**src/sv/frg_pkg.sv**
```systemverilog
`timescale 1ns / 1ps

package frg_pkg;

   localparam int DATA_WIDTH = 32;
   localparam int CNT_W      = $clog2(DATA_WIDTH);

   localparam logic [CNT_W-1:0]      CNT_LAST = CNT_W'(DATA_WIDTH - 1);
   localparam logic [DATA_WIDTH-1:0] MIN_VAL  = {1'b1, {(DATA_WIDTH-1){1'b0}}};
   localparam logic [DATA_WIDTH-1:0] NEG_ONE  = {DATA_WIDTH{1'b1}};

   typedef enum logic [1:0] {
      ERR_NONE     = 2'd0,
      ERR_ZERO_DEN = 2'd1,
      ERR_OVERFLOW = 2'd2
   } err_type;

   typedef enum logic [1:0] {
      SEL_EUCLID = 2'd0,
      SEL_NUM    = 2'd1,
      SEL_DEN    = 2'd2
   } sel_type;

   typedef struct packed {
      logic    load;
      logic    div_start;
      sel_type div_sel;
      logic    div_step;
      logic    euclid_upd;
      logic    store_num;
      logic    store_den;
      logic    set_err;
      err_type err;
      logic    publish;
   } cmd_type;

   typedef struct packed {
      logic den_zero;
      logic b_zero;
      logic ovf;
   } sts_type;

endpackage

```
**src/sv/fraction_reduce_gcd.sv**
```systemverilog
`timescale 1ns / 1ps
// fraction reduction by euclid's algorithm with truncating remainder
// req channel: req_num_in / req_den_in, signed two's complement, valid/ready
// rsp channel: rsp_num_out / rsp_den_out / rsp_err_code, valid/ready
// err code 0 ok, 1 zero denominator, 2 quotient overflow; on error both
// parts are zero
// one item at a time: a single restoring divider, one quotient bit per cycle,
// is shared by every remainder step and by the two final divisions
// an item runs its remainder steps, then divides numerator and denominator
// by the last nonzero remainder; a zero denominator ends the item before any
// division, a quotient overflow ends it after the last remainder step
// the next beat can be taken in the same cycle that rsp_valid rises
// req_ready is high only while no item is being worked on
// the result sits in an output register, so the next beat is taken while it
// waits; if rsp_ready stays low the finished item waits for the register
// reset is synchronous, active high, and drops rsp_valid and any item in work
module fraction_reduce_gcd (
   input  logic                           clock,
   input  logic                           reset,
   input  logic                           req_valid,
   output logic                           req_ready,
   input  logic [frg_pkg::DATA_WIDTH-1:0] req_num_in,
   input  logic [frg_pkg::DATA_WIDTH-1:0] req_den_in,
   output logic                           rsp_valid,
   input  logic                           rsp_ready,
   output logic [frg_pkg::DATA_WIDTH-1:0] rsp_num_out,
   output logic [frg_pkg::DATA_WIDTH-1:0] rsp_den_out,
   output logic [1:0]                     rsp_err_code
);

   frg_pkg::cmd_type cmd;
   frg_pkg::sts_type sts;

   frg_ctrl u_ctrl (
      .clock     (clock),
      .reset     (reset),
      .req_valid (req_valid),
      .req_ready (req_ready),
      .rsp_valid (rsp_valid),
      .rsp_ready (rsp_ready),
      .cmd       (cmd),
      .sts       (sts)
   );

   frg_dpath u_dpath (
      .clock        (clock),
      .reset        (reset),
      .cmd          (cmd),
      .sts          (sts),
      .req_num_in   (req_num_in),
      .req_den_in   (req_den_in),
      .rsp_num_out  (rsp_num_out),
      .rsp_den_out  (rsp_den_out),
      .rsp_err_code (rsp_err_code)
   );

endmodule

```
**src/sv/frg_dpath.sv**
```systemverilog
`timescale 1ns / 1ps

module frg_dpath (
   input  logic                               clock,
   input  logic                               reset,
   input  frg_pkg::cmd_type                   cmd,
   output frg_pkg::sts_type                   sts,
   input  logic [frg_pkg::DATA_WIDTH-1:0]     req_num_in,
   input  logic [frg_pkg::DATA_WIDTH-1:0]     req_den_in,
   output logic [frg_pkg::DATA_WIDTH-1:0]     rsp_num_out,
   output logic [frg_pkg::DATA_WIDTH-1:0]     rsp_den_out,
   output logic [1:0]                         rsp_err_code
);

   localparam int W = frg_pkg::DATA_WIDTH;

   logic [W-1:0]     num_ff, den_ff, a_ff, b_ff;
   logic [W-1:0]     quo_ff, rem_ff, dv_ff;
   logic             rneg_ff, qneg_ff;
   logic [W-1:0]     wnum_ff, wden_ff;
   frg_pkg::err_type werr_ff;
   logic [W-1:0]     onum_ff, oden_ff;
   frg_pkg::err_type oerr_ff;

   logic [W-1:0]     dd, dv, dd_mag, dv_mag;
   logic [W:0]       shifted, diff;
   logic [W-1:0]     rem_in, quo_in, rem_s, quo_s;

   // operand select for the shared divider
   always_comb begin
      case (cmd.div_sel)
         frg_pkg::SEL_EUCLID: begin
            dd = a_ff;
            dv = b_ff;
         end
         frg_pkg::SEL_NUM: begin
            dd = num_ff;
            dv = a_ff;
         end
         frg_pkg::SEL_DEN: begin
            dd = den_ff;
            dv = a_ff;
         end
         default: begin
            dd = a_ff;
            dv = b_ff;
         end
      endcase
      dd_mag = dd[W-1] ? (~dd + W'(1)) : dd;
      dv_mag = dv[W-1] ? (~dv + W'(1)) : dv;
   end

   // one restoring step per cycle
   always_comb begin
      shifted = {rem_ff, quo_ff[W-1]};
      diff    = shifted - {1'b0, dv_ff};
      if (!diff[W]) begin
         rem_in = diff[W-1:0];
         quo_in = {quo_ff[W-2:0], 1'b1};
      end else begin
         rem_in = shifted[W-1:0];
         quo_in = {quo_ff[W-2:0], 1'b0};
      end
      // remainder follows the dividend sign, quotient the sign product
      rem_s = rneg_ff ? (~rem_ff + W'(1)) : rem_ff;
      quo_s = qneg_ff ? (~quo_ff + W'(1)) : quo_ff;
   end

   always_ff @(posedge clock) begin
      if (cmd.load) begin
         num_ff <= req_num_in;
         den_ff <= req_den_in;
         a_ff   <= req_num_in;
         b_ff   <= req_den_in;
      end else if (cmd.euclid_upd) begin
         a_ff <= b_ff;
         b_ff <= rem_s;
      end

      if (cmd.div_start) begin
         quo_ff  <= dd_mag;
         dv_ff   <= dv_mag;
         rem_ff  <= '0;
         rneg_ff <= dd[W-1];
         qneg_ff <= dd[W-1] ^ dv[W-1];
      end else if (cmd.div_step) begin
         quo_ff <= quo_in;
         rem_ff <= rem_in;
      end

      if (cmd.store_num) wnum_ff <= quo_s;
      if (cmd.store_den) wden_ff <= quo_s;

      if (cmd.publish) begin
         onum_ff <= (werr_ff == frg_pkg::ERR_NONE) ? wnum_ff : '0;
         oden_ff <= (werr_ff == frg_pkg::ERR_NONE) ? wden_ff : '0;
      end
   end

   always_ff @(posedge clock) begin
      if (reset) begin
         werr_ff <= frg_pkg::ERR_NONE;
         oerr_ff <= frg_pkg::ERR_NONE;
      end else begin
         if (cmd.load) begin
            werr_ff <= frg_pkg::ERR_NONE;
         end else if (cmd.set_err) begin
            werr_ff <= cmd.err;
         end
         if (cmd.publish) oerr_ff <= werr_ff;
      end
   end

   always_comb begin
      sts.den_zero = (den_ff == '0);
      sts.b_zero   = (b_ff == '0);
      sts.ovf      = (a_ff == frg_pkg::NEG_ONE) &&
                     ((num_ff == frg_pkg::MIN_VAL) || (den_ff == frg_pkg::MIN_VAL));
   end

   assign rsp_num_out  = onum_ff;
   assign rsp_den_out  = oden_ff;
   assign rsp_err_code = oerr_ff;

   // a remainder step never runs against a zero divisor
   a_euclid_nonzero: assert property (@(posedge clock) disable iff (reset)
      cmd.euclid_upd |-> (b_ff != '0))
      else $error("euclid update with zero divisor");

   // a published error result carries zero fields
   a_err_zero: assert property (@(posedge clock) disable iff (reset)
      cmd.publish && (werr_ff != frg_pkg::ERR_NONE) |=>
         (onum_ff == '0) && (oden_ff == '0))
      else $error("error result with nonzero fields");

endmodule

```
**src/sv/frg_ctrl.sv**
```systemverilog
`timescale 1ns / 1ps

module frg_ctrl (
   input  logic             clock,
   input  logic             reset,
   input  logic             req_valid,
   output logic             req_ready,
   output logic             rsp_valid,
   input  logic             rsp_ready,
   output frg_pkg::cmd_type cmd,
   input  frg_pkg::sts_type sts
);

   typedef enum logic [2:0] {
      S_IDLE,
      S_CHECK,
      S_DIV,
      S_POST,
      S_TEST,
      S_DONE
   } state_type;

   state_type                   state_ff, state_in;
   frg_pkg::sel_type            phase_ff, phase_in;
   logic [frg_pkg::CNT_W-1:0]   cnt_ff, cnt_in;
   logic                        rsp_valid_ff, rsp_valid_in;
   logic                        out_free;

   assign out_free  = !rsp_valid_ff || rsp_ready;
   assign req_ready = (state_ff == S_IDLE);
   assign rsp_valid = rsp_valid_ff;

   always_comb begin
      cmd          = '0;
      cmd.div_sel  = phase_ff;
      cmd.err      = frg_pkg::ERR_NONE;
      state_in     = state_ff;
      phase_in     = phase_ff;
      cnt_in       = cnt_ff;
      rsp_valid_in = rsp_valid_ff && !rsp_ready;

      case (state_ff)
         S_IDLE: begin
            if (req_valid) begin
               cmd.load = 1'b1;
               state_in = S_CHECK;
            end
         end
         S_CHECK: begin
            if (sts.den_zero) begin
               cmd.set_err = 1'b1;
               cmd.err     = frg_pkg::ERR_ZERO_DEN;
               state_in    = S_DONE;
            end else begin
               cmd.div_start = 1'b1;
               cmd.div_sel   = frg_pkg::SEL_EUCLID;
               phase_in      = frg_pkg::SEL_EUCLID;
               cnt_in        = '0;
               state_in      = S_DIV;
            end
         end
         S_DIV: begin
            cmd.div_step = 1'b1;
            cnt_in       = cnt_ff + frg_pkg::CNT_W'(1);
            if (cnt_ff == frg_pkg::CNT_LAST) state_in = S_POST;
         end
         S_POST: begin
            case (phase_ff)
               frg_pkg::SEL_EUCLID: begin
                  cmd.euclid_upd = 1'b1;
                  state_in       = S_TEST;
               end
               frg_pkg::SEL_NUM: begin
                  cmd.store_num = 1'b1;
                  cmd.div_start = 1'b1;
                  cmd.div_sel   = frg_pkg::SEL_DEN;
                  phase_in      = frg_pkg::SEL_DEN;
                  cnt_in        = '0;
                  state_in      = S_DIV;
               end
               default: begin
                  cmd.store_den = 1'b1;
                  state_in      = S_DONE;
               end
            endcase
         end
         S_TEST: begin
            cmd.div_start = 1'b1;
            cnt_in        = '0;
            state_in      = S_DIV;
            if (!sts.b_zero) begin
               cmd.div_sel = frg_pkg::SEL_EUCLID;
            end else if (sts.ovf) begin
               cmd.div_start = 1'b0;
               cmd.set_err   = 1'b1;
               cmd.err       = frg_pkg::ERR_OVERFLOW;
               state_in      = S_DONE;
            end else begin
               cmd.div_sel = frg_pkg::SEL_NUM;
               phase_in    = frg_pkg::SEL_NUM;
            end
         end
         S_DONE: begin
            if (out_free) begin
               cmd.publish  = 1'b1;
               rsp_valid_in = 1'b1;
               state_in     = S_IDLE;
            end
         end
         default: begin
            state_in = S_IDLE;
         end
      endcase
   end

   always_ff @(posedge clock) begin
      if (reset) begin
         state_ff     <= S_IDLE;
         phase_ff     <= frg_pkg::SEL_EUCLID;
         cnt_ff       <= '0;
         rsp_valid_ff <= 1'b0;
      end else begin
         state_ff     <= state_in;
         phase_ff     <= phase_in;
         cnt_ff       <= cnt_in;
         rsp_valid_ff <= rsp_valid_in;
      end
   end

   a_div_length: assert property (@(posedge clock) disable iff (reset)
      (state_ff == S_DIV) && (cnt_ff != frg_pkg::CNT_LAST) |=> (state_ff == S_DIV))
      else $error("division left early");

   a_publish_free: assert property (@(posedge clock) disable iff (reset)
      cmd.publish |-> (!rsp_valid_ff || rsp_ready))
      else $error("result register overwritten");

   a_publish_valid: assert property (@(posedge clock) disable iff (reset)
      cmd.publish |=> rsp_valid_ff)
      else $error("published result not presented");

endmodule
```
**config.mk**
```make
export PLATFORM = sky130hd
export DESIGN_NAME = fraction_reduce_gcd
export DESIGN_NICKNAME = d
export VERILOG_FILES = /design/src/sv/frg_pkg.sv /design/src/sv/fraction_reduce_gcd.sv /design/src/sv/frg_dpath.sv /design/src/sv/frg_ctrl.sv
export SDC_FILE = /design/constraint.sdc
export NUM_CORES = 1
export LEC_CHECK = 0
export BUFFER_PORTS_ARGS = -buffer_cell sky130_fd_sc_hd__buf_2
export CORE_MARGIN = 2
export CORE_UTILIZATION = 35
export CTS_CLUSTER_DIAMETER = 100
export DETAILED_ROUTE_END_ITERATION = 16
export HOLD_SLACK_MARGIN = 0.06
export PLACE_DENSITY = 0.63
export SLEW_MARGIN = 0
export SYNTH_ARGS = -nofsm -noshare
export SYNTH_HDL_FRONTEND = slang
export SYNTH_SLANG_ARGS = --single-unit
```
**constraint.sdc**
```tcl
create_clock -name clock -period 16.13 [get_ports clock]
set_clock_uncertainty 0.2 [all_clocks]
set_input_delay 0.8065 -clock clock [delete_from_list [all_inputs] [get_ports clock]]
set_output_delay 0.8065 -clock clock [all_outputs]
set_load 0.01 [all_outputs]
```
Word level (Yosys, flattened, before mapping)
Cells that the tools add are included.

word-level totals
  bits in registers = 369
  input port bits = 68
  logic and storage cells = 121

operators by class
  add/subtract/negate cells = 6
  eq/ne operators = 18
  mux-type cells = 51
  bitwise gates (word level) = 5
  reductions and logical operators = 21

operator list
  operator                                                                  number
  32-bit two-way mux                                                        11
  32-bit by 1-bit adder with 32-bit output (second input constant)          4
  32-bit inverter                                                           4
  32-bit == test (second input constant)                                    3
  32-bit zero test                                                          2
  32-bit case mux with 2 select lines                                       1
  3-bit two-way mux                                                         12
  33-bit by 32-bit subtractor with 33-bit output                            1
  31-bit two-way mux                                                        1
  5-bit case mux with 4 select lines                                        1
  3-bit case mux with 6 select lines                                        1
  1-bit two-way mux                                                         13
  3-bit case mux with 2 select lines                                        2
  2-bit two-way mux                                                         5
  5-bit two-way mux                                                         2
  3-bit case mux with 3 select lines                                        1
  2-bit by 1-bit inequality test with 1-bit output (second input constant)  4
  3-bit by 2-bit == test with 1-bit output (second input constant)          2
  3-bit == test (second input constant)                                     2
  2-bit case mux with 3 select lines                                        1
  3-bit AND reduction                                                       2
  2-bit OR reduction                                                        3
  5-bit by 1-bit adder with 5-bit output (second input constant)            1
  5-bit == test (second input constant)                                     1
  other kinds (14)                                                          21

Depth between registers and ports, before layout
Gate-level depths: netlist of run 1.

  depth after elaboration = 12
  mapped depth = 25

Hierarchy
From an unflattened synthesis of run 1, not the netlist that was laid out.

second synthesis, totals
  cells, all modules = 1758
  area total of the unflattened synthesis = 19515.0 um2

modules (own cells, without submodules)
  module     times used  cells each  area an instance (um2)
  frg_dpath  1           1662        18706.7
  frg_ctrl   1           96          808.3

Least setup slack after synthesis of run 1
No wires, ideal clock.

  kind = reg2reg
  start = reg u_ctrl.state_ff[2]
  end = reg u_dpath.a_ff[0], enable pin
  data arrival time = 5593 ps
  required time = 15349 ps
  setup slack = 9756 ps
  stages on the path, launching flop included = 5
  period minus slack after synthesis = 6374 ps
  cell sequence = dfxtp_1 -> clkbuf_1 -> nor2b_1 -> nand2_1 -> o31ai_1

on the way
  longest elaborated chain between the ends = 3

RTL lines
  element                                                                      RTL line         source
  start: declaration                                                           frg_ctrl.sv:23   state_type state_ff, state_in;
  start signal: assignment                                                     frg_ctrl.sv:123  state_ff <= state_in;
  3-bit by 2-bit == test with 1-bit output or 3-bit zero test (tied branches)  frg_ctrl.sv:42   case (state_ff)
  3-bit two-way mux or 1-bit two-way mux (tied branches)                       frg_ctrl.sv:42
  2-bit nonzero test (no line) (*)                                             --
  end signal: assignment                                                       frg_dpath.sv:73  a_ff <= req_num_in;
  end: declaration                                                             frg_dpath.sv:17  logic [W-1:0] num_ff, den_ff, a_ff, b_ff;

Every way passes the cells marked *; elsewhere a longest branch is shown, timed or not.
A chain may end at the register's enable or synchronous reset.

Worst setup path in the final report of run 1
  start = reg u_dpath.den_ff[2]
  end = reg u_dpath.dv_ff[30], data pin

on the way
  longest elaborated chain between the ends = 12

RTL lines
  element                                                                    RTL line          source
  start: declaration                                                         frg_dpath.sv:17
  start signal: assignment                                                   frg_dpath.sv:72   den_ff <= req_den_in;
  32-bit == test                                                             frg_dpath.sv:118  ((num_ff == frg_pkg::MIN_VAL) || (den_ff == frg_pkg::MIN_VAL));
  1-bit logical OR                                                           frg_dpath.sv:118
  1-bit logical AND                                                          frg_dpath.sv:117  sts.ovf = (a_ff == frg_pkg::NEG_ONE) &&
  2-bit two-way mux                                                          frg_ctrl.sv:93    end else if (sts.ovf) begin
  2-bit two-way mux                                                          frg_ctrl.sv:91    if (!sts.b_zero) begin
  3-bit case mux with 3 select lines (*)                                     frg_ctrl.sv:42
  2-bit by 1-bit == test with 1-bit output or 2-bit == test (tied branches)  frg_dpath.sv:31   case (cmd.div_sel)
  2-bit OR reduction (no line) (*)                                           --
  32-bit two-way mux (*)                                                     frg_dpath.sv:31
  32-bit inverter                                                            frg_dpath.sv:50   dv_mag = dv[W-1] ? (~dv + W'(1)) : dv;
  32-bit by 1-bit adder with 32-bit output                                   frg_dpath.sv:50
  31-bit two-way mux (*)                                                     frg_dpath.sv:50
  named net u_dpath.dv_mag[30]                                               frg_dpath.sv:25   logic [W-1:0] dd, dv, dd_mag, dv_mag;
  end signal: assignment                                                     frg_dpath.sv:82   dv_ff <= dv_mag;
  end: declaration                                                           frg_dpath.sv:18   logic [W-1:0] quo_ff, rem_ff, dv_ff;

The timed path passes the listed nets; every way through them passes the cells marked *.

==> metrics.csv, run 1 <==
stage;metric;value;unit
outcome;status;finished clean;
die;dieArea;56500;um^2
cells_and_area;final_nets;1993;
synthesis;ys_top_cells_by_count;edfxtp_1 (322), nand2_1 (245), o21ai_0 (130);
timing;min_period;6.56;ns
clocking;hold_buffers;0;
die;num_io_pins;136;
drt;post_drt_wl_per_cell;18.8;um
clocking;cts_resized;0;
timing;hold_viol_final;0;
job;maxCapViolations;0;
setup_path;criticalPathCategory;flip-flop to flip-flop;
timing;hold_slack;0.228;ns
cells_and_area;layout-drive-gt1-share;13.2;%
placed_design;numPortBuffers;135;
pwr;power_density;171;nW/um^2
clocking;numCtsBuffers;41;
setup_path;cp_common_cell;nor4_1;
placed_design;routabilityCongestion;0.893;
pwr;ir_drop;70.9;uV
setup_path;critPathLaunchType;flip-flop;
synthesis;synth_area;19100;um^2
synthesis;yosys.cell_count.top_type;edfxtp_1;
setup_path;worstPathMaxFanout;60;
synthesis;yosys_warnings;0;
die;design.core.area;53900;um^2
clocking;clk_latency;0.57;ns
synthesis;ys_ff_latch;369;
setup_path;critPathTopFamily;simple AND/OR/NAND/NOR gates;
synthesis;synth_edf_count;322;
global_routing;antenna_found_initial;0;
cells_and_area;n_antenna_cell;0;
clocking;clkTransAtPathRegs;0.06;ns
drt;drt_iter0_markers;1212;
clocking;h-tree-depth;2;
drt;drc;0;
synthesis;synth_top_area_cell;edfxtp_1;
cells_and_area;syn_to_final_growth;14.4;%
timing;finalSetupTns;0;ns
die;die_y;238;um
drt;viasPerCell;5.32;
die;rows;85;
global_routing;grt_pass1_vias;13100;
placed_design;numPlacedInstances;2537;
placed_design;detailed_place_hpwl;36600;um
drt;ant_nets;0;
setup_path;cp.arrival;6.67;ns
timing;rsz0062_at_grt;no;
setup_path;crit_path_end_kind;flip-flop;
pwr;leakage;8.11;nW
setup_path;cpPeakStageDelay;0.77;ns
placed_design;dpl_cell_area;20500;um^2
synthesis;postSynthCellCount;1772;
setup_path;slowest_stage;nor4_1;
synthesis;synthTopCellsByArea;edfxtp_1 (51%), dfxtp_1 (4.9%), nand2_1 (4.8%);
global_routing;grt-ovfl-total;0;
synthesis;synth_nets;1881;
drt;via_count;13900;
timing;finalSetupViolCount;0;
timing;slew_headroom;25.4;%
clocking;clock_path_buffers;3;
timing;report.final.slew_viol_count;0;
synthesis;avgSynthCellArea;10.8;um^2
setup_path;critPathBufInv;1;
global_routing;grt_max_degree;113;
die;dieWidth;238;um
clocking;cts_tree;built;
cells_and_area;final_area;21800;um^2
synthesis;synth-async-reset-ratio;0;%
setup_path;crit_chain;nor4_1 -> nand4_1 -> nor4_1 -> nor4_1 -> or2_2 -> ha_4 -> buf_4 -> mux2i_1 -> ha_1 -> nand2_1 -> nor4_1 -> and2_1 -> and2b_1 -> o211ai_1 -> or3_1 -> o21ai_1 -> xor2_1;
global_routing;grt_pass1_wl;76100;um
worst_hold_path;hold_class;primary input to flip-flop;
synthesis;yosys_most_used_dff;edfxtp_1;
cells_and_area;final_cells;2610;
clocking;clock_sinks;369;
timing;fmax;0.152;GHz
drt;firstDrtPassIters;6;
clocking;cts_setup_buffers;0;
timing;fin_crit_sh;40.7;%
drt;wirelength;49100;um
synthesis;synth_seq_area_share;55.5;%
synthesis;synth.top_cell.area_share;50.6;%
global_routing;grt.total_usage;17.2;%
setup_path;cp.required;16.24;ns
die;initial_core_util;35.4;%
synthesis;ys_types;78;
timing;worstMarginPinSlew;1.12;ns
clocking;clock-root-buffer;clkbuf_16;
power by group:
part           total (W)  switching, W  internal (W)
Sequential       0.00154      0.000210       0.00133
Combinational    0.00124      0.000768      0.000476
Clock           0.000940      0.000378      0.000563
Total            0.00373       0.00136       0.00237
path summary, 6_finish.rpt:
kind / to / slack [ns] / start / cells past startpoint
worst max-delay path: u_dpath.dv_ff[30] / 9.57 / u_dpath.den_ff[2] / 17
worst min-delay path: u_dpath.num_ff[29] / 0.23 / req_num_in[29] / 1
worst max register to register: u_dpath.dv_ff[30] / 9.57 / u_dpath.den_ff[2] / 17
worst min register to register: u_ctrl.cnt_ff[3] / 0.27 / u_ctrl.cnt_ff[3] / 1
cell families after synthesis:
| kind of cell | count (synthesis) | share of synthesized area (%) |
|---|---|---|
| and+or+nand+nor | 632 | 16.4 |
| buffers and inverters | 133 | 2.78 |
| adders and majority gates | 41 | 2.72 |
| xor gates and xnor gates | 145 | 6.65 |
| DFF | 369 | 55.5 |
| AOI/OAI and AO/OA | 395 | 12.9 |
| muxes | 57 | 3.00 |
metrics by stage:
stage          power, W  worst slack [ns]  util, %
2_1_floorplan   0.00243              9.76        -
3_3_place_gp    0.00277              9.77     38.0
3_5_place_dp    0.00279              9.63     38.0
4_1_cts         0.00374              9.59     40.5
5_1_grt         0.00395              9.16     40.5
6_report        0.00373              9.57     40.5
layout by cell type (no fill, tap or decap), drive strengths merged, types with 55 or more instances in the layout:
cell type	Yosys	layout
and2	68	68
edfxtp	322	322
mux2i	55	55
xor2	68	68
clkbuf	59	55
o21ai	176	176
a21oi	70	70
buf	23	151
nand2	245	245
xnor2	77	77
nor2	88	88
layout make-up:
cell class                      count  area (um^2)
Fill cell                        5208        32100
Inverter                           51          194
Clock buffer                       55         1140
Timing Repair Buffer              151          796
Sequential cell                   369        10600
Multi-Input combinational cell   1270         8030
Tap cell                          696          871
Clock inverter                     18          210
routing by layer:
layer | vias up | track usage [%] | share of wire, %
met2 | 505 | 28.2 | 47
met5 | - | 0 | 0
met4 | 0 | 5.41 | 2.4
met1 | 6570 | 23.8 | 44
met3 | 76 | 2.21 | 6.4
li1 | 6728 | - | -
Power figures use the tool's default switching activity.
==> run 2, diff against run 1 <==
--- a/config.mk
+++ b/config.mk
@@ -5,6 +5,7 @@
 export SDC_FILE = /design/constraint.sdc
 export NUM_CORES = 1
 export LEC_CHECK = 0
+export ABC_AREA = 1
 export BUFFER_PORTS_ARGS = -buffer_cell sky130_fd_sc_hd__buf_2
 export CORE_MARGIN = 2
 export CORE_UTILIZATION = 35
==> constraint.sdc (replaced) <==
create_clock -name clock -period 6.8 [get_ports clock]
set_clock_uncertainty 0.2 [all_clocks]
set_input_delay 0.34 -clock clock [delete_from_list [all_inputs] [get_ports clock]]
set_output_delay 0.34 -clock clock [all_outputs]
set_load 0.01 [all_outputs]
==> metrics.csv, run 2 <==
stage;metric;value;unit;change
outcome;status;finished clean;;
timing;slew_headroom;21.3;%;-4.0 points
cells_and_area;final_common_cell;nand2_1;;
synthesis;ys_ff_latch;369;;unchanged
setup_path;criticalPathCategory;flip-flop to flip-flop;;
synthesis;ys_types;47;;-40%
pwr;power_density;361;nW/um^2;+110%
global_routing;grt-ovfl-total;0;;unchanged
clocking;cts_setup_buffers;0;;unchanged
setup_path;cp.arrival;5.22;ns;-1.45 ns
pwr;leakage;11.2;nW;+38%
timing;fmax;0.196;GHz;+29%
timing;hold_viol_final;0;;unchanged
clocking;numCtsBuffers;42;;+2.4%
job;maxCapViolations;0;;unchanged
timing;fin_crit_sh;75.0;%;+34 points
synthesis;postSynthCellCount;2711;;+53%
global_routing;grt-busiest-layer;met2;;
die;dieWidth;251;um;+5.8%
synthesis;yosys_most_used_dff;edfxtp_1;;
setup_path;cp.required;6.92;ns;-9.32 ns
die;rows;90;;+5.9%
placed_design;detailed_place_hpwl;44100;um;+21%
timing;min_period;5.10;ns;-1.46 ns
drt;ant_nets;0;;unchanged
synthesis;synth.top_cell.area_share;45.2;%;-5.4 points
global_routing;antenna_found_initial;1;;+1
synthesis;synth-async-reset-ratio;0;%;unchanged
clocking;clock_sinks;369;;unchanged
cells_and_area;final_cell_mix;nand2_1 (838), inv_1 (385), edfxtp_1 (322), nor2_1 (285), nand3_1 (221);;
drt;drt_iter0_markers;1521;;+25%
global_routing;grt.total_usage;18.3;%;+1.1 points
setup_path;crit_path_end_kind;flip-flop;;
pwr;ir_drop;201;uV;+180%
global_routing;met1_usage;24.7;%;+0.88 points
cells_and_area;n_antenna_cell;0;;unchanged
drt;wirelength;58400;um;+19%
cells_and_area;syn_to_final_growth;16.5;%;
drt;via_count;17800;;+28%
drt;firstDrtPassIters;6;;unchanged
cells_and_area;nFillCells;6134;;+18%
die;design.core.area;60400;um^2;+12%
placed_design;pre_cts_ws;1.77;ns;-7.86 ns
worst_hold_path;worstHoldStart;u_ctrl.cnt_ff[4];;
placed_design;numPortBuffers;135;;unchanged
timing;finalSetupTns;0;ns;unchanged
drt;drc;0;;unchanged
synthesis;avgSynthCellArea;7.90;um^2;-27%
synthesis;synth_seq_area_share;49.6;%;-6.0 points
synthesis;synth_edf_count;322;;unchanged
clocking;clock-root-buffer;clkbuf_16;;
setup_path;critPathLaunchType;flip-flop;;
setup_path;worstPathMaxFanout;50;;-17%
synthesis;yosys_warnings;0;;unchanged
drt;post_drt_wl_per_cell;15.7;um;-16%
worst_hold_path;whs_endpoint;u_ctrl.cnt_ff[4];;
clocking;clkTransAtPathRegs;0.06;ns;about the same
die;die_y;251;um;+5.8%
synthesis;synth_top_area_cell;edfxtp_1;;
global_routing;grt_pass1_vias;16800;;+28%
clocking;cts_resized;0;;unchanged
clocking;hold_buffers;67;;+67
cells_and_area;final_nets;3003;;+51%
setup_path;r2r_end;u_dpath.dv_ff[20];;
setup_path;rrSetupSlack;1.70;ns;-7.87 ns
timing;finalSetupViolCount;0;;unchanged
drt;viasPerCell;4.81;;-9.6%
setup_path;reg2reg_from;u_dpath.b_ff[3];;
timing;rsz0062_at_grt;no;;
clocking;clk_latency;0.57;ns;about the same
synthesis;yosys.cell_count.top_type;nand2_1;;
global_routing;use_met3;2.45;%;+0.25 points
global_routing;grt_pass1_wl;91300;um;+20%
placed_design;routabilityCongestion;0.899;;+0.72%
synthesis;synth_area;21400;um^2;+12%
cells_and_area;layout-drive-gt1-share;8.99;%;-4.2 points
die;initial_core_util;35.5;%;about the same
setup_path;r2r_cells;25;;+8
synthesis;synthTopCellsByArea;edfxtp_1 (45%), nand2_1 (15%), inv_1 (6.8%);;
global_routing;met2_usage;30.8;%;+2.6 points
timing;setup_ws;1.70;ns;-7.87 ns
clocking;clock_path_buffers;3;;unchanged
die;dieArea;63200;um^2;+12%
global_routing;grt_max_degree;84;;-26%
timing;worstMarginPinSlew;1.18;ns;+0.0577 ns
clocking;cts_tree;built;;
timing;report.final.slew_viol_count;0;;unchanged
clocking;h-tree-depth;2;;unchanged
synthesis;synth_nets;2820;;+50%
worst_hold_path;worstHoldPathCells;2;;+1
synthesis;ys_top_cells_by_count;nand2_1 (838), inv_1 (386), edfxtp_1 (322);;
worst_hold_path;hold_class;flip-flop to flip-flop;;
die;num_io_pins;136;;unchanged
run 2: per-stage QoR:
step                total power (W)  std cells  instance area, um^2  hold WS (ns)  utilization, %
global placement            0.00652       3565                22800         0.256            37.8
finish                      0.00901       3708                24900         0.269            41.3
CTS                         0.00904       3708                24900         0.274            41.3
detailed placement          0.00653       3565                22800         0.265            37.8
global route                0.00961       3708                24900         0.307            41.3
floorplan                   0.00571       2711                21400         0.239               -
run 2: power by group:
part / total, W / internal (W) / switching [W]
combinational: 0.00317 / 0.000980 / 0.00219
clock: 0.00244 / 0.00152 / 0.000926
sequential: 0.00339 / 0.00312 / 0.000270
run 2: final cells by class:
class	count	area (um^2)	area share (%)
clock buffer	53	1170	4.68
multi-input combinational	1862	8890	35.6
clock inverter	23	320	1.28
tap	782	978	3.92
sequential	369	10600	42.5
timing repair buffer	218	1470	5.88
inverter	401	1510	6.06
run 2: per-layer routing:
| layer | up-vias | part of all wire [%] |
|---|---|---|
| li1 | 9111 | - |
| met1 | 8133 | 46 |
| met2 | 480 | 46 |
| met3 | 91 | 5.1 |
| met4 | 2 | 2.8 |
| met5 | - | 0.019 |
run 2: worst max path at each step:
stage                       start           endpoint  slack [ns]  cells past startpoint
6_report          u_dpath.b_ff[3]  u_dpath.dv_ff[20]        1.70                     25
5_1_grt           u_dpath.b_ff[3]  u_dpath.dv_ff[20]        1.20                     25
4_1_cts           u_dpath.b_ff[3]  u_dpath.dv_ff[20]        1.75                     25
3_5_place_dp      u_dpath.b_ff[3]  u_dpath.dv_ff[20]        1.77                     25
3_3_place_gp      u_dpath.b_ff[3]  u_dpath.dv_ff[20]        1.82                     25
2_1_floorplan  u_ctrl.state_ff[0]    u_dpath.a_ff[0]        0.80                      6
run 2: cell families after synthesis:
family	after synthesis	share of synthesized area, %
AND/OR/NAND/NOR	1503	29.6
buffers and inverters	480	9.01
flip-flops	369	49.6
AO/OA/AOI/OAI	225	5.60
XOR/XNOR	93	3.81
adder cells (fa/ha/maj)	41	2.43
run 2: critical path, stage by stage, from the launching register on:
cell and delay (ns):
edfxtp_1 0.41, nor2_1 0.12, nand2_1 0.06, nor2_1 0.22, nand2_1 0.09, nor2_1 0.26, nand2_1 0.16, inv_1 0.10
nand3_1 0.18, nand2_1 0.12, nand2_1 0.06, a21oi_1 0.15, ha_2 0.53, buf_4 0.51, nand2_1 0.09, o21ai_1 0.18
ha_1 0.22, nand3_1 0.13, nor2_1 0.12, nand2_1 0.17, nor2_2 0.18, nand2_1 0.15, nor3_1 0.21, nor2_1 0.07
nand2_1 0.06, nand2_1 0.05
==> run 3, diff against run 2 <==
--- a/config.mk
+++ b/config.mk
@@ -12,7 +12,7 @@
 export CTS_CLUSTER_DIAMETER = 100
 export DETAILED_ROUTE_END_ITERATION = 16
 export HOLD_SLACK_MARGIN = 0.06
-export PLACE_DENSITY = 0.63
+export PLACE_DENSITY = 0.65
 export SLEW_MARGIN = 0
 export SYNTH_ARGS = -nofsm -noshare
 export SYNTH_HDL_FRONTEND = slang
==> constraint.sdc (replaced) <==
create_clock -name clock -period 4.6 [get_ports clock]
set_clock_uncertainty 0.2 [all_clocks]
set_input_delay 0.23 -clock clock [delete_from_list [all_inputs] [get_ports clock]]
set_output_delay 0.23 -clock clock [all_outputs]
set_load 0.01 [all_outputs]
==> metrics.csv, run 3 (synthesized netlist as in run 2, its figures left out) <==
stage;metric;value;unit;change
pwr;p_sw_share;38.9;%;+1.3 points
die;die_y;251;um;unchanged
drt;firstDrtPassIters;8;;+2
drt;post_drt_wl_per_cell;15.9;um;+1.2%
placed_design;pre_cts_ws;0.298;ns;-1.47 ns
drt;wirelength;59400;um;+1.8%
timing;slew_headroom;39.2;%;+18 points
drt;ant_nets;0;;unchanged
pwr;power_density;522;nW/um^2;+44%
setup_path;slowest_stage;edfxtp_1;;
pwr;power_frac_clock;24.2;%;-2.9 points
global_routing;grt-ovfl-total;0;;unchanged
timing;worstMarginPinSlew;0.908;ns;-0.269 ns
timing;finalSetupTns;0;ns;unchanged
setup_path;criticalPathCategory;flip-flop to flip-flop;;
die;rows;90;;unchanged
global_routing;met2_usage;31.8;%;+0.93 points
worst_hold_path;worstHoldStart;req_num_in[1];;
clocking;numCtsBuffers;41;;-2.4%
clocking;h-tree-depth;2;;unchanged
die;num_io_pins;136;;unchanged
pwr;leakage;11.2;nW;+0.21%
cells_and_area;layout-drive-gt1-share;9.77;%;+0.78 points
cells_and_area;final_cell_mix;nand2_1 (838), inv_1 (385), edfxtp_1 (322), nor2_1 (282), nand3_1 (221);;
timing;min_period;4.28;ns;-0.822 ns
job;maxCapViolations;0;;unchanged
setup_path;cp.arrival;4.38;ns;-0.84 ns
setup_path;r2r_cells;21;;-16%
global_routing;antenna_found_initial;2;;+1
pwr;power.share.combinational;37.4;%;+2.2 points
timing;fmax;0.234;GHz;+19%
placed_design;routabilityCongestion;0.939;;+4.4%
timing;hold_viol_final;0;;unchanged
worst_hold_path;whs_endpoint;u_dpath.num_ff[1];;
timing;rsz0062_at_grt;no;;
clocking;clock_sinks;369;;unchanged
setup_path;worstPathMaxFanout;16;;-68%
clocking;clk_latency;0.55;ns;-0.02 ns
clocking;cts_tree;built;;
setup_path;r2r_end;u_dpath.dv_ff[30];;
global_routing;grt_pass1_wl;93200;um;+2.0%
setup_path;cp_common_cell;nand2_1;;
setup_path;reg2reg_from;u_dpath.den_ff[8];;
global_routing;grt_pass1_vias;17200;;+2.6%
pwr;p_total;0.0130;W;+44%
die;design.core.area;60400;um^2;unchanged
global_routing;grt_max_degree;87;;+3.6%
clocking;clock-root-buffer;clkbuf_16;;
clocking;clkTransAtPathRegs;0.06;ns;about the same
die;dieWidth;251;um;unchanged
die;dieArea;63200;um^2;unchanged
cells_and_area;n_antenna_cell;0;;unchanged
setup_path;critPathLaunchType;flip-flop;;
global_routing;met1_usage;24.7;%;about the same
setup_path;crit_path_end_kind;flip-flop;;
global_routing;grt-busiest-layer;met2;;
setup_path;cp.required;4.71;ns;-2.21 ns
drt;via_count;18000;;+0.78%
global_routing;grt.total_usage;18.7;%;+0.35 points
clocking;clock_path_buffers;3;;unchanged
worst_hold_path;worstHoldPathCells;2;;unchanged
pwr;p_switching;0.00506;W;+49%
setup_path;rrSetupSlack;0.32;ns;-1.38 ns
placed_design;numPortBuffers;135;;unchanged
timing;finalSetupViolCount;0;;unchanged
die;initial_core_util;35.5;%;unchanged
cells_and_area;nFillCells;6126;;-0.13%
cells_and_area;final_common_cell;nand2_1;;
placed_design;detailed_place_hpwl;45200;um;+2.5%
pwr;ir_drop;248;uV;+23%
worst_hold_path;hold_class;primary input to flip-flop;;
timing;fin_crit_sh;93.0;%;+18 points
timing;setup_ws;0.322;ns;-1.38 ns
drt;drt_iter0_markers;1400;;-8.0%
cells_and_area;final_nets;3029;;+0.87%
timing;report.final.slew_viol_count;0;;unchanged
global_routing;use_met3;2.72;%;+0.27 points
setup_path;cpPeakStageDelay;0.40;ns;-0.13 ns
drt;drc;0;;unchanged
cells_and_area;syn_to_final_growth;16.6;%;about the same
pwr;p_seq_share;38.4;%;+0.7 points
setup_path;crit_chain;nor2_1 -> nand2_1 -> nor2_1 -> nand2_1 -> or2_1 -> nor2_4 -> a21oi_1 -> nand2_1 -> nand2_1 -> a21oi_1 -> ha_2 -> buf_4 -> o21ai_0 -> nand2_1 -> nor2_1 -> nand3_1 -> nor2_1 -> nand2_1 -> xor2_1 -> nand2_1 -> nand2_1;;
drt;viasPerCell;4.81;;+0.19%
outcome;status;finished clean;;
pwr;p_int;0.00795;W;+42%
run 3: cell types whose count changed in the layout (fill, tap and decap cells not counted), sizes merged:
| cell | change |
|---|---|
| buf | +27 |
| clkinv | +5 |
| inv | -1 |
| clkbuf | -6 |
| bufinv | -5 |
| clkinvlp | +2 |
run 3: metal layers:
metal / share of wire (%) / vias to the layer above
met5: 0.037 / -
met1: 45 / 8195
met3: 5.2 / 96
li1: - / 9151
met4: 2.8 / 4
met2: 47 / 510
run 3: per-stage QoR:
stage | utilization (%) | instances | cell area, um^2 | hold WS, ns
floorplan | - | 2711 | 21400 | 0.129
global placement | 38.1 | 3592 | 23000 | 0.223
detailed placement | 38.1 | 3592 | 23000 | 0.224
CTS | 41.3 | 3730 | 24900 | 0.183
global route | 41.3 | 3730 | 25000 | 0.208
finish | 41.3 | 3730 | 25000 | 0.211
run 3: worst max-delay path by stage:
| stage | startpoint | end | slack [ns] |
|---|---|---|---|
| final | u_dpath.den_ff[8] | u_dpath.dv_ff[30] | 0.32 |
| after detailed placement | u_dpath.b_ff[1] | u_dpath.quo_ff[23] | 0.30 |
| after global placement | u_dpath.b_ff[1] | u_dpath.dv_ff[26] | 0.26 |
| after CTS | u_dpath.b_ff[1] | u_dpath.quo_ff[23] | 0.29 |
| after global routing | u_dpath.den_ff[1] | u_dpath.dv_ff[26] | 0.02 |
| after floorplan | u_ctrl.state_ff[0] | u_dpath.a_ff[0] | 0.32 |
run 3: repair_timing:
item                                    CTS  global route
hold buffers                             67             0
endpoints found under the hold margin   143             0
resized for setup                         0             7
endpoints found under the setup margin    0            19
setup buffers                             0             0
run 3: cell type report:
class	count	area (um^2)	area share (%)
Sequential cell	369	10600	42.5
Multi-Input combinational cell	1862	8910	35.7
Timing Repair Buffer	245	1700	6.80
Inverter	401	1510	6.06
Clock buffer	47	1050	4.20
Tap cell	782	978	3.92
Clock inverter	24	201	0.807
run 3: power by group through the flow:
stage               sequential [W]  clock (W)  combinational (W)
floorplan                  0.00492          0            0.00351
global placement           0.00504          0            0.00471
detailed placement         0.00505          0            0.00474
CTS                        0.00499    0.00321            0.00482
global route               0.00507    0.00333            0.00549
finish                     0.00500    0.00315            0.00487
run 3: critical path: cells and delay by family (launching register included):
| kind | cells | cell delay (ns) |
|---|---|---|
| compound gates | 3 | 0.52 |
| flops | 1 | 0.40 |
| fa+ha+maj | 1 | 0.38 |
| simple gates | 15 | 2.15 |
| xor+xnor | 1 | 0.15 |
| buf+inv | 1 | 0.22 |
